--- src/rtl/core/ppr_pkg.sv ---
package ppr_pkg;

  // Largest row the line store holds, and the column counter width it implies.
  localparam int unsigned MaxWidth = 1024;
  localparam int unsigned ColW     = (MaxWidth > 1) ? $clog2(MaxWidth) : 1;

  // Widths fixed by the register map and the sample format.
  localparam int unsigned SelW    = 3;
  localparam int unsigned WidthW  = 11;
  localparam int unsigned HeightW = 16;
  localparam int unsigned SampleW = 10;
  localparam int unsigned PixW    = 8;
  localparam int unsigned CalcW   = 12;
  localparam int unsigned CfgIdxW = 2;
  localparam int unsigned CfgDatW = 16;

  // Predictor selection codes.
  typedef enum logic [SelW-1:0] {
    PredLeft     = 3'd0,
    PredAbove    = 3'd1,
    PredAverage  = 3'd2,
    PredPaeth    = 3'd3,
    PredPlanar   = 3'd4,
    PredGradient = 3'd5
  } pred_sel_e;

  // Direction codes.
  typedef enum logic {
    DirEncode = 1'b0,
    DirDecode = 1'b1
  } dir_e;

  // Configuration register indexes.
  typedef enum logic [CfgIdxW-1:0] {
    RegPredictor = 2'd0,
    RegDirection = 2'd1,
    RegWidth     = 2'd2,
    RegHeight    = 2'd3
  } cfg_reg_e;

  // Current configuration, shared by the front and back parts.
  typedef struct packed {
    logic [SelW-1:0]    predictor;
    logic               direction;
    logic [WidthW-1:0]  width;
    logic [HeightW-1:0] height;
  } cfg_t;

  // One classified request on its way from the front to the back.
  typedef struct packed {
    logic signed [SampleW-1:0] sample;
    logic [ColW-1:0]           col;
    logic                      left_ok;
    logic                      above_ok;
    logic                      frame_end;
  } item_t;

  // Head of the queue between front and back.
  typedef struct packed {
    logic  valid;
    item_t item;
  } head_t;

  // One finished result.
  typedef struct packed {
    logic signed [SampleW-1:0] value;
    logic                      frame_end;
  } result_t;

endpackage

--- src/rtl/core/ppr_front.sv ---
module ppr_front (
  input  logic                                 clk_i,
  input  logic                                 rst_ni,
  input  ppr_pkg::cfg_t                        cfg_i,
  input  logic                                 push,
  output logic                                 full,
  input  logic signed [ppr_pkg::SampleW-1:0]   sample_i,
  output ppr_pkg::head_t                       head_o,
  input  logic                                 pop_i
);

  logic [ppr_pkg::ColW-1:0]    column_q, column_d;
  logic [ppr_pkg::HeightW-1:0] row_q, row_d;
  logic [16:0]                 width_eff, height_eff;
  logic                        last_col, last_row, accept;
  ppr_pkg::item_t              item;

  ppr_pkg::item_t              mem_q [2];
  logic                        wptr_q, rptr_q;
  logic [1:0]                  cnt_q, cnt_d;

  assign full   = (cnt_q == 2'd2);
  assign accept = push && !full;

  // Effective frame size: zero acts as one, widths beyond the line store saturate.
  always_comb begin
    width_eff = 17'(cfg_i.width);
    if (cfg_i.width == '0) begin
      width_eff = 17'd1;
    end else if (17'(cfg_i.width) > 17'(ppr_pkg::MaxWidth)) begin
      width_eff = 17'(ppr_pkg::MaxWidth);
    end
    height_eff = 17'(cfg_i.height);
    if (cfg_i.height == '0) begin
      height_eff = 17'd1;
    end
  end

  assign last_col = (17'(column_q) + 17'd1) >= width_eff;
  assign last_row = (17'(row_q) + 17'd1) >= height_eff;

  // Classify the request by its place in the frame.
  always_comb begin
    item.sample    = sample_i;
    item.col       = column_q;
    item.left_ok   = (column_q != '0);
    item.above_ok  = (row_q != '0);
    item.frame_end = last_col && last_row;
  end

  // Raster position for the next request.
  always_comb begin
    column_d = column_q;
    row_d    = row_q;
    if (accept) begin
      if (last_col) begin
        column_d = '0;
        row_d    = last_row ? '0 : row_q + 1'b1;
      end else begin
        column_d = column_q + 1'b1;
      end
    end
  end

  always_ff @(posedge clk_i or negedge rst_ni) begin
    if (!rst_ni) begin
      column_q <= '0;
      row_q    <= '0;
    end else begin
      column_q <= column_d;
      row_q    <= row_d;
    end
  end

  // Two-entry queue toward the back part.
  always_comb begin
    cnt_d = cnt_q;
    if (accept && !pop_i) begin
      cnt_d = cnt_q + 2'd1;
    end else if (!accept && pop_i) begin
      cnt_d = cnt_q - 2'd1;
    end
  end

  always_ff @(posedge clk_i or negedge rst_ni) begin
    if (!rst_ni) begin
      wptr_q <= 1'b0;
      rptr_q <= 1'b0;
      cnt_q  <= 2'd0;
    end else begin
      cnt_q <= cnt_d;
      if (accept) begin
        wptr_q <= ~wptr_q;
      end
      if (pop_i) begin
        rptr_q <= ~rptr_q;
      end
    end
  end

  always_ff @(posedge clk_i) begin
    if (accept) begin
      mem_q[wptr_q] <= item;
    end
  end

  assign head_o = {(cnt_q != 2'd0), mem_q[rptr_q]};

endmodule

--- config.mk ---
export PLATFORM = sky130hd
export DESIGN_NAME = ppr_front
export DESIGN_NICKNAME = d
export VERILOG_FILES = /design/src/rtl/core/ppr_pkg.sv /design/src/rtl/core/ppr_front.sv
export SDC_FILE = /design/constraint.sdc
export NUM_CORES = 1
export LEC_CHECK = 0
export BUFFER_PORTS_ARGS = -buffer_cell sky130_fd_sc_hd__buf_2
export CORE_MARGIN = 5
export CORE_UTILIZATION = 45
export DETAILED_ROUTE_END_ITERATION = 6
export PLACE_DENSITY = 0.66
export SLEW_MARGIN = 20
export SYNTH_ARGS = -nofsm -noshare
export SYNTH_HDL_FRONTEND = slang
export SYNTH_SLANG_ARGS = --single-unit
export TNS_END_PERCENT = 5
--- constraint.sdc ---
create_clock -name clk_i -period 7.3 [get_ports clk_i]
set_clock_uncertainty 0.05 [all_clocks]
set_input_delay 2.19 -clock clk_i [delete_from_list [all_inputs] [get_ports clk_i]]
set_output_delay 2.19 -clock clk_i [all_outputs]
set_load 0.05 [all_outputs]
==> results.py, run 1 <==
metrics = {
    "clocking": {
        "cts_buffer_depth": 2,
        "cts_tree": "built",
        "post_cts.repair.setup_buffers": 0,
        "cts_buffers": 9,
        "cts.clk_slew.worst_paths_ps": 80,
        "ctsResizeCount": 0,
        "clkLatencyLatePin_ps": 350,
        "cts_hold_buf": 0,
        "root_buffer": "clkbuf_8",
        "cts_sinks": 76,
        "htree_levels": 3,
    },
    "power_and_ir_drop": {
        "ir_drop_v": 0.000131,
        "power_density_mw_per_mm2": 328,
        "seqPwrFrac": 0.407,
        "p_sw_frac": 0.415,
        "p_leak_uw": 0.00220,
        "clkPwrFrac": 0.200,
        "p_int_uw": 953,
        "pwr-share-comb": 0.392,
        "power_uw": 1630,
        "p_switching_uw": 675,
    },
    "critical_path": {
        "reg2reg_from": "row_q[0]",
        "cpPeakStageDelay_ps": 690,
        "crit_family": "simple AND/OR/NAND/NOR gates",
        "cp_data_arrival_time_ps": 4890,
        "cp_slowest_cell": "nor3_2",
        "worstSetupStartpointType": "input port",
        "worst_ep_required_time_ps": 7540,
        "cp_num_buf_inv": 1,
        "crit_start": "cfg_i[8]",
        "cp_max_fo": 12,
        "critPathKind": "in2reg",
        "path_cells": "buf_2 > nor4_1 > a41o_1 > ha_1 > nor2b_1 > o21ai_0 > o21ai_0 > nand4_1 > nor3_2 > mux2_2",
        "r2r_slack_ps": 3440,
        "cpMostUsedCell": "o21ai_0",
        "crit_path_end_kind": "flip-flop",
    },
    "timing": {
        "period_needed_ps": 4650,
        "hold_viol": 0,
        "drv_slew": 0,
        "fin_crit_sh": 0.637,
        "rsz0062_at_grt": "no",
        "finalSetupViolations": 0,
        "tightest_slew_ps": 1040,
        "slew_headroom": 0.306,
        "setup_slack_ps": 2650,
        "max_freq_mhz": 215,
        "fin_tns_setup_ps": 0,
    },
    "place": {
        "dp_hpwl_um": 6450,
        "dp_slack_ps": 2260,
        "gp_congestion": 0.792,
        "numPortBuffers": 65,
    },
    "synth": {
        "synth_seq_area_share": 0.491,
        "ys.flop_type": "edfxtp_1",
        "syn-cell-area_sq_mm": 0.00435,
        "synthCells": 388,
        "yosysUniqueCellTypes": 57,
        "synth_warnings": 0,
        "synth_edf_count": 46,
        "ys_seq_elements": 76,
        "synth_area_per_cell_sq_um": 11.2,
        "syn-num-nets": 465,
        "async_flop_share": 0.395,
    },
    "status": {
        "status": "completed",
    },
    "detailed_routing": {
        "wl_um": 8670,
        "first_pass_iters": 4,
        "routed_via_density": 5.26,
        "route.detailed.drc": 0,
        "ant_nets": 0,
        "num_vias": 3082,
        "drtIter0Drc": 139,
        "wl_per_cell_um": 14.8,
    },
    "layout": {
        "n_antenna_cell": 0,
        "layout.nets": 529,
        "layout-drive-gt1-share": 0.274,
        "area_growth_pct": 14.2,
    },
    "grt": {
        "grt_max_degree": 31,
        "grt_overflow": 0,
        "grt_pass1_vias": 3119,
        "gr-usage-all-layers": 0.156,
        "grt_antenna_before_repair": 0,
        "grt_pass1_wl_um": 14400,
    },
    "min_path": {
        "hp-class": "reg2reg",
        "holdCritStartpoint": "cnt_q[1]",
    },
    "floorplan": {
        "io-pin-count": 70,
        "die_h_um": 108,
        "initial_core_util": 0.466,
        "rows": 35,
        "coreArea_sq_mm": 0.00933,
        "die_w_um": 108,
        "dieArea_sq_mm": 0.0117,
    },
    "flow_run": {
        "maxCapViolations": 0,
    },
}
## area by class of cell
cell class | instances | area [sq um]
clock inverters | 6 | 71.3
clock buffers | 10 | 138
well taps | 129 | 161
fillers | 834 | 4360
flip-flops and latches | 76 | 2130
inverters | 27 | 101
repair buffers | 67 | 340
multi-input cells | 271 | 2020
## metrics by stage
stage | hold slack (ps) | utilization | instance area [sq um] | instances
global route | 468 | 0.532 | 4960 | 586
global placement | 421 | 0.510 | 4760 | 570
floorplan | 390 | - | 4350 | 388
detailed placement | 433 | 0.510 | 4760 | 570
finish | 441 | 0.532 | 4960 | 586
CTS | 446 | 0.532 | 4960 | 586
## placed cells by master (no fill, tap or decap), types with 3 or more instances in the layout
master / synthesis / routed
inv_1: 26 / 26
nand2_1: 45 / 45
nand4_1: 7 / 7
nor2_1: 18 / 17
a21oi_1: 9 / 9
mux2_2: 24 / 24
ha_1: 32 / 32
nor3_1: 4 / 4
dfrtp_1: 30 / 30
nor4_1: 9 / 9
o21ai_0: 10 / 10
nand3_1: 20 / 20
a22o_1: 5 / 5
xor2_1: 13 / 13
clkbuf_8: 0 / 10
nor2b_1: 3 / 3
o31ai_1: 3 / 3
and3_1: 3 / 3
o21ai_1: 5 / 5
xnor2_1: 17 / 17
o22ai_1: 3 / 3
edfxtp_1: 46 / 46
buf_2: 4 / 65
## path summary, 6_finish.rpt
check,to,cells past startpoint
max,row_q[0],10
min,cnt_q[1],1
max reg2reg,row_q[0],12
min reg2reg,cnt_q[1],1
max in group asynchronous,row_q[8],1
min in group asynchronous,column_q[0],1
## cells by family after synthesis
| group | Yosys count | synth area share |
|---|---|---|
| simple gates | 133 | 0.165 |
| fa+ha+maj | 32 | 0.0921 |
| compound gates | 52 | 0.0846 |
| xor+xnor | 30 | 0.0604 |
| mux | 24 | 0.0622 |
| flops | 76 | 0.490 |
| buf+inv | 41 | 0.0452 |
## routing by layer
metal  routed length [um]  track usage  vias up
li1                     -            -     1525
met1                 3800        0.194     1462
met2                 4180        0.268       87
met3                  569       0.0394        8
met4                  116       0.0478        0
met5                    0            0        -
## synthesized netlist by cell type (7+ instances only)
| cell type | n | area share |
|---|---|---|
| a21oi_1 | 9 | 0.010 |
| dfrtp_1 | 30 | 0.17 |
| edfxtp_1 | 46 | 0.32 |
| ha_1 | 32 | 0.092 |
| inv_1 | 26 | 0.022 |
| mux2_2 | 24 | 0.062 |
| nand2_1 | 45 | 0.039 |
| nand3_1 | 20 | 0.023 |
| nand4_1 | 7 | 0.010 |
| nor2_1 | 18 | 0.016 |
| nor4_1 | 9 | 0.013 |
| o21ai_0 | 10 | 0.012 |
| xnor2_1 | 17 | 0.034 |
| xor2_1 | 13 | 0.026 |
## sequential cells by signal (all words and copies together), names as in the netlist
| signal | flops |
|---|---|
| row_q | 16 |
| mem_q | 46 |
| column_q | 10 |
| wptr_q | 1 |
| rptr_q | 1 |
| cnt_q | 2 |
## power groups by stage
| stage | Clock [uW] | Combinational [uW] | Sequential [uW] |
|---|---|---|---|
| after floorplan | 0 | 535 | 624 |
| after global placement | 0 | 633 | 669 |
| after detailed placement | 0 | 646 | 676 |
| after CTS | 333 | 649 | 667 |
| after global routing | 354 | 693 | 678 |
| final | 326 | 639 | 663 |
No activity file was read; power rests on OpenSTA's default activity.
==> run 2, diff against run 1 <==
--- a/config.mk
+++ b/config.mk
@@ -9,7 +9,7 @@
 export CORE_MARGIN = 5
 export CORE_UTILIZATION = 45
 export DETAILED_ROUTE_END_ITERATION = 6
-export PLACE_DENSITY = 0.66
+export PLACE_DENSITY = 0.68
 export SLEW_MARGIN = 20
 export SYNTH_ARGS = -nofsm -noshare
 export SYNTH_HDL_FRONTEND = slang
==> constraint.sdc (replaced) <==
create_clock -name clk_i -period 4.1 [get_ports clk_i]
set_clock_uncertainty 0.05 [all_clocks]
set_input_delay 1.23 -clock clk_i [delete_from_list [all_inputs] [get_ports clk_i]]
set_output_delay 1.23 -clock clk_i [all_outputs]
set_load 0.05 [all_outputs]
==> results.py, run 2 (synthesis results as in run 1) <==
metrics = {
    "critical_path": {
        "rr_endpoint": "row_q[14]",
        "reg2reg_depth": 15,
        "reg2reg_from": "row_q[0]",
        "worst_ep_required_time_ps": 4290,
        "worstSetupStartpointType": "flip-flop",
        "r2r_slack_ps": 690,
        "crit_start": "row_q[0]",
        "crit_path_end_kind": "flip-flop",
        "critPathKind": "reg2reg",
        "endpoint": "row_q[14]",
        "cp_max_fo": 6,
        "cp_data_arrival_time_ps": 3600,
    },
    "layout": {
        "regMostFlops": "mem_q",
        "most-common-layout-cells": "65 x buf_2, 46 x edfxtp_1, 45 x nand2_1, 32 x ha_1, 30 x dfrtp_1",
        "largest_reg_flops": 46,
        "n_antenna_cell": 0,
        "final_common_cell": "buf_2",
        "reg_top3": "mem_q: 46 flops, row_q: 16 flops, column_q: 10 flops",
        "layout-drive-gt1-share": 0.282,
        "area_growth_pct": 15.6,
        "layout.nets": 536,
    },
    "clocking": {
        "cts_tree": "built",
        "htree_levels": 3,
        "root_buffer": "clkbuf_8",
        "clkLatencyLatePin_ps": 350,
        "cts.clk_slew.worst_paths_ps": 80,
        "cts_buffer_depth": 2,
        "post_cts.repair.setup_buffers": 0,
        "ctsResizeCount": 0,
        "cts_hold_buf": 0,
        "cts_sinks": 76,
        "cts_buffers": 9,
    },
    "power_and_ir_drop": {
        "p_switching_uw": 1200,
        "clkPwrFrac": 0.210,
        "ir_drop_v": 0.000256,
        "pwr-share-comb": 0.402,
        "p_leak_uw": 0.00225,
        "power_density_mw_per_mm2": 587,
        "seqPwrFrac": 0.387,
        "p_sw_frac": 0.407,
        "power_uw": 2950,
        "p_int_uw": 1750,
    },
    "timing": {
        "finalSetupViolations": 0,
        "max_freq_mhz": 293,
        "hold_viol": 0,
        "fin_tns_setup_ps": 0,
        "period_needed_ps": 3410,
        "drv_slew": 0,
        "tightest_slew_ps": 725,
        "fin_crit_sh": 0.831,
        "slew_headroom": 0.516,
        "setup_slack_ps": 692,
        "rsz0062_at_grt": "no",
    },
    "floorplan": {
        "dieArea_sq_mm": 0.0117,
        "die_w_um": 108,
        "io-pin-count": 70,
        "initial_core_util": 0.466,
        "coreArea_sq_mm": 0.00933,
        "rows": 35,
        "die_h_um": 108,
    },
    "grt": {
        "met1_usage": 0.194,
        "grt_overflow": 0,
        "grt_max_degree": 31,
        "met2_usage": 0.273,
        "grt_pass1_vias": 3125,
        "gr-usage-all-layers": 0.158,
        "grt_antenna_before_repair": 0,
        "grt_busiest_layer": "met2",
        "grt_pass1_wl_um": 14500,
        "use_met3": 0.0376,
    },
    "detailed_routing": {
        "first_pass_iters": 4,
        "num_vias": 3079,
        "drtIter0Drc": 118,
        "routed_via_density": 5.19,
        "wl_per_cell_um": 14.4,
        "wl_um": 8510,
        "ant_nets": 0,
        "route.detailed.drc": 0,
    },
    "place": {
        "dp_hpwl_um": 6360,
        "dp_slack_ps": 508,
        "numPortBuffers": 65,
        "gp_congestion": 0.796,
    },
    "flow_run": {
        "maxCapViolations": 0,
    },
    "min_path": {
        "hp-class": "reg2reg",
        "hold_path_depth": 1,
    },
    "status": {
        "status": "completed",
    },
}
[run 2: changes by cell type in the layout (fill, tap and decap cells not counted)]
cell,previous run,this run
buf_4,2,9
clkbuf_8,10,9
inv_6,1,0
bufinv_16,1,2
clkinvlp_4,2,1
clkbuf_1,0,1
clkinv_2,0,1
[run 2: cell type report]
cell class | instances | area [sq um]
multi-input cells | 271 | 2020
well taps | 129 | 161
inverters | 27 | 101
repair buffers | 74 | 393
flip-flops and latches | 76 | 2130
clock inverters | 6 | 90.1
clock buffers | 10 | 128
fillers | 830 | 4300
[run 2: critical path, stage by stage (launching register included)]
cell and delay, ps:
dfrtp_1 490, ha_1 330, nand4_2 170, nor2_4 210
nand2_1 90, nor2_1 170, xnor2_1 110, ha_1 310
nand3_1 130, nor4_1 320, o21ai_0 170, nand4_1 140
buf_4 160, nor3_2 50, buf_4 160, a22o_1 230
[run 2: worst min-delay path by stage]
stage / end / slack (ps) / start
6_report: cnt_q[1] / 440 / cnt_q[1]
3_5_place_dp: cnt_q[1] / 420 / cnt_q[1]
2_1_floorplan: mem_q[0][5] / 390 / column_q[2]
3_3_place_gp: cnt_q[1] / 420 / cnt_q[1]
5_1_grt: cnt_q[1] / 450 / cnt_q[1]
4_1_cts: cnt_q[1] / 440 / cnt_q[1]
[run 2: per-stage QoR]
| step | util | hold slack [ps] | instances | instance area [sq um] |
|---|---|---|---|---|
| 2_1_floorplan | - | 390 | 388 | 4350 |
| 5_1_grt | 0.539 | 450 | 593 | 5030 |
| 4_1_cts | 0.539 | 436 | 593 | 5030 |
| 6_report | 0.539 | 437 | 593 | 5030 |
| 3_5_place_dp | 0.515 | 425 | 577 | 4810 |
| 3_3_place_gp | 0.515 | 422 | 577 | 4810 |
[run 2: per-layer routing]
| layer | vias to the layer above | share of wire |
|---|---|---|
| met4 | 0 | 0.017 |
| met2 | 70 | 0.49 |
| met1 | 1453 | 0.44 |
| met5 | - | 0 |
| met3 | 13 | 0.055 |
| li1 | 1543 | - |
[run 2: power groups by stage]
stage	sequential [uW]	combinational (uW)	clock, uW
after CTS	1140	1200	635
after floorplan	1110	952	0
after detailed placement	1160	1200	0
after global placement	1150	1180	0
after global routing	1160	1300	674
final	1140	1190	620
==> run 3, diff against run 2 <==
--- a/config.mk
+++ b/config.mk
@@ -5,11 +5,12 @@
 export SDC_FILE = /design/constraint.sdc
 export NUM_CORES = 1
 export LEC_CHECK = 0
+export ABC_AREA = 1
 export BUFFER_PORTS_ARGS = -buffer_cell sky130_fd_sc_hd__buf_2
 export CORE_MARGIN = 5
 export CORE_UTILIZATION = 45
 export DETAILED_ROUTE_END_ITERATION = 6
-export PLACE_DENSITY = 0.68
+export PLACE_DENSITY = 0.66
 export SLEW_MARGIN = 20
 export SYNTH_ARGS = -nofsm -noshare
 export SYNTH_HDL_FRONTEND = slang
==> constraint.sdc (replaced) <==
create_clock -name clk_i -period 3.5 [get_ports clk_i]
set_clock_uncertainty 0.05 [all_clocks]
set_input_delay 1.05 -clock clk_i [delete_from_list [all_inputs] [get_ports clk_i]]
set_output_delay 1.05 -clock clk_i [all_outputs]
set_load 0.05 [all_outputs]
==> results.py, run 3 <==
metrics = {
    "status": {
        "status": "completed",
    },
    "layout": {
        "largest_reg_flops": 46,
        "reg_top3": "mem_q: 46 flops, row_q: 16 flops, column_q: 10 flops",
        "most-common-layout-cells": "135 x nand2_1, 76 x inv_1, 65 x buf_2, 46 x edfxtp_1, 41 x nor2_1",
        "final_common_cell": "nand2_1",
        "area_growth_pct": 15.7,
        "layout.nets": 643,
        "nFillCells": 910,
        "regMostFlops": "mem_q",
        "n_antenna_cell": 0,
        "layout-drive-gt1-share": 0.233,
    },
    "synth": {
        "yosysUniqueCellTypes": 31,
        "syn-cell-area_sq_mm": 0.00446,
        "synthTopCellsByCount": "135 x nand2_1, 76 x inv_1, 46 x edfxtp_1, 43 x nor2_1, 32 x ha_1",
        "synth_adder_area_share": 0.0898,
        "synth_xor_area_frac": 0.0353,
        "synth_area_per_cell_sq_um": 9.08,
        "yosysMostFrequentCell": "nand2_1",
        "synthCells": 491,
        "ys_seq_elements": 76,
        "ys.flop_type": "edfxtp_1",
        "syn-num-nets": 568,
        "synth_edf_count": 46,
        "synth_top_area_frac": 0.310,
        "synth_top_family_by_area": "simple AND/OR/NAND/NOR gates",
        "yosysTopAreaCell": "edfxtp_1",
        "synth_compound_area_frac": 0.0421,
        "synth_warnings": 0,
        "async_flop_share": 0.395,
        "synth_simple_gate_area_frac": 0.221,
        "synth.area.mux_share": 0.0581,
        "ys_top_cells_by_area": "edfxtp_1 31%, dfrtp_1 17%, nand2_1 11%, ha_1 9.0%, inv_1 6.4%",
        "synth_seq_area_share": 0.478,
    },
    "detailed_routing": {
        "routed_via_density": 4.87,
        "ant_nets": 0,
        "drtIter0Drc": 126,
        "num_vias": 3429,
        "first_pass_iters": 4,
        "wl_per_cell_um": 12.6,
        "route.detailed.drc": 0,
        "wl_um": 8850,
    },
    "place": {
        "dp_hpwl_um": 6560,
        "numPortBuffers": 65,
        "dp_slack_ps": 31.1,
        "gp_congestion": 0.898,
    },
    "timing": {
        "max_freq_mhz": 325,
        "setup_slack_ps": 419,
        "period_needed_ps": 3080,
        "hold_viol": 0,
        "slew_headroom": 0.523,
        "fin_tns_setup_ps": 0,
        "finalSetupViolations": 0,
        "fin_crit_sh": 0.880,
        "fin_worst_hold_slack_ps": 417,
        "drv_slew": 0,
        "tightest_slew_ps": 716,
        "rsz0062_at_grt": "no",
    },
    "flow_run": {
        "maxCapViolations": 0,
    },
    "floorplan": {
        "io-pin-count": 70,
        "initial_core_util": 0.458,
        "dieArea_sq_mm": 0.0120,
        "die_w_um": 110,
        "die_h_um": 110,
        "rows": 36,
        "coreArea_sq_mm": 0.00973,
    },
    "critical_path": {
        "worstSetupStartpointType": "input port",
        "cp_slowest_cell": "ha_1",
        "crit_path_end_kind": "flip-flop",
        "cp_data_arrival_time_ps": 3260,
        "cp_max_fo": 16,
        "cpPeakStageDelay_ps": 310,
        "critPathKind": "in2reg",
        "path_cells": "buf_2 > nor4_1 > nand3_1 > nand2_1 > nand2_1 > ha_1 > nand2_1 > nor2_1 > nand2_1 > nor2_1 > nor2_1 > nand2_1 > nand2_2 > nand2_2 > nand2_2 > nand2_1 > nand2_1",
        "cpMostUsedCell": "nand2_1",
        "worst_ep_required_time_ps": 3680,
    },
    "clocking": {
        "post_cts.repair.setup_buffers": 0,
        "cts_buffers": 9,
        "root_buffer": "clkbuf_8",
        "ctsResizeCount": 0,
        "cts.clk_slew.worst_paths_ps": 80,
        "cts_sinks": 76,
        "cts_buffer_depth": 2,
        "cts_tree": "built",
        "clkLatencyLatePin_ps": 350,
        "cts_hold_buf": 0,
        "htree_levels": 3,
    },
    "min_path": {
        "hp-class": "reg2reg",
    },
    "grt": {
        "grt_max_degree": 31,
        "gr-usage-all-layers": 0.157,
        "grt_pass1_wl_um": 14600,
        "grt_antenna_before_repair": 0,
        "grt_pass1_vias": 3279,
        "grt_overflow": 0,
    },
    "power_and_ir_drop": {
        "p_leak_uw": 0.00253,
        "ir_drop_v": 0.000316,
        "power_density_mw_per_mm2": 695,
    },
}
==> run 3: cell count changes after synthesis, moves of 7 or more <==
cell	delta
nand2_1	+90
nor2_1	+25
nand2_2	+7
inv_1	+50
nor2_2	+9
xnor2_1	-14
nand3_1	-8
==> run 3: final timing paths <==
kind | to | startpoint | slack [ps] | cells after the start
max | row_q[13] | cfg_i[18] | 420 | 17
min | rptr_q | rptr_q | 420 | 1
max reg2reg | mem_q[1][0] | row_q[0] | 510 | 16
min reg2reg | rptr_q | rptr_q | 420 | 1
max in group asynchronous | row_q[6] | rst_ni | 2240 | 1
min in group asynchronous | cnt_q[1] | rst_ni | 700 | 1
==> run 3: area by class of cell <==
type	count	area, sq um	area share
clock inverters	7	75.1	0.0145
clock buffers	9	124	0.0240
inverters	76	285	0.0553
flip-flops and latches	76	2130	0.413
well taps	133	166	0.0322
repair buffers	71	383	0.0742
multi-input cells	332	2000	0.387
==> run 3: metrics by stage <==
step	util	area, sq um	power [uW]	instances
final	0.531	5160	3590	704
after global routing	0.531	5160	3820	704
after CTS	0.531	5160	3630	704
after detailed placement	0.510	4960	2960	688
after global placement	0.510	4960	2910	688
after floorplan	-	4460	2560	491
==> run 3: cells by family after synthesis <==
logic type | after synthesis
buffers and inverters | 83
AND/OR/NAND/NOR | 229
AO/OA/AOI/OAI | 30
multiplexers | 23
adder cells (fa/ha/maj) | 32
XOR/XNOR | 18
flip-flops | 76
==> run 3: power by group <==
part	internal, uW	switching, uW
sequential	1220	126
clock	331	330
combinational	494	1090
==> run 3: worst max-delay path: cells and delay by family <==
kind          cells  cell delay [ps]
fa+ha+maj         1              310
buf+inv           1              100
simple gates     15             1790
==> run 3: routing by layer <==
layer,part of all wire,track usage
met5,0,0
met1,0.47,0.202
met2,0.46,0.252
met4,0.023,0.0757
met3,0.051,0.0317
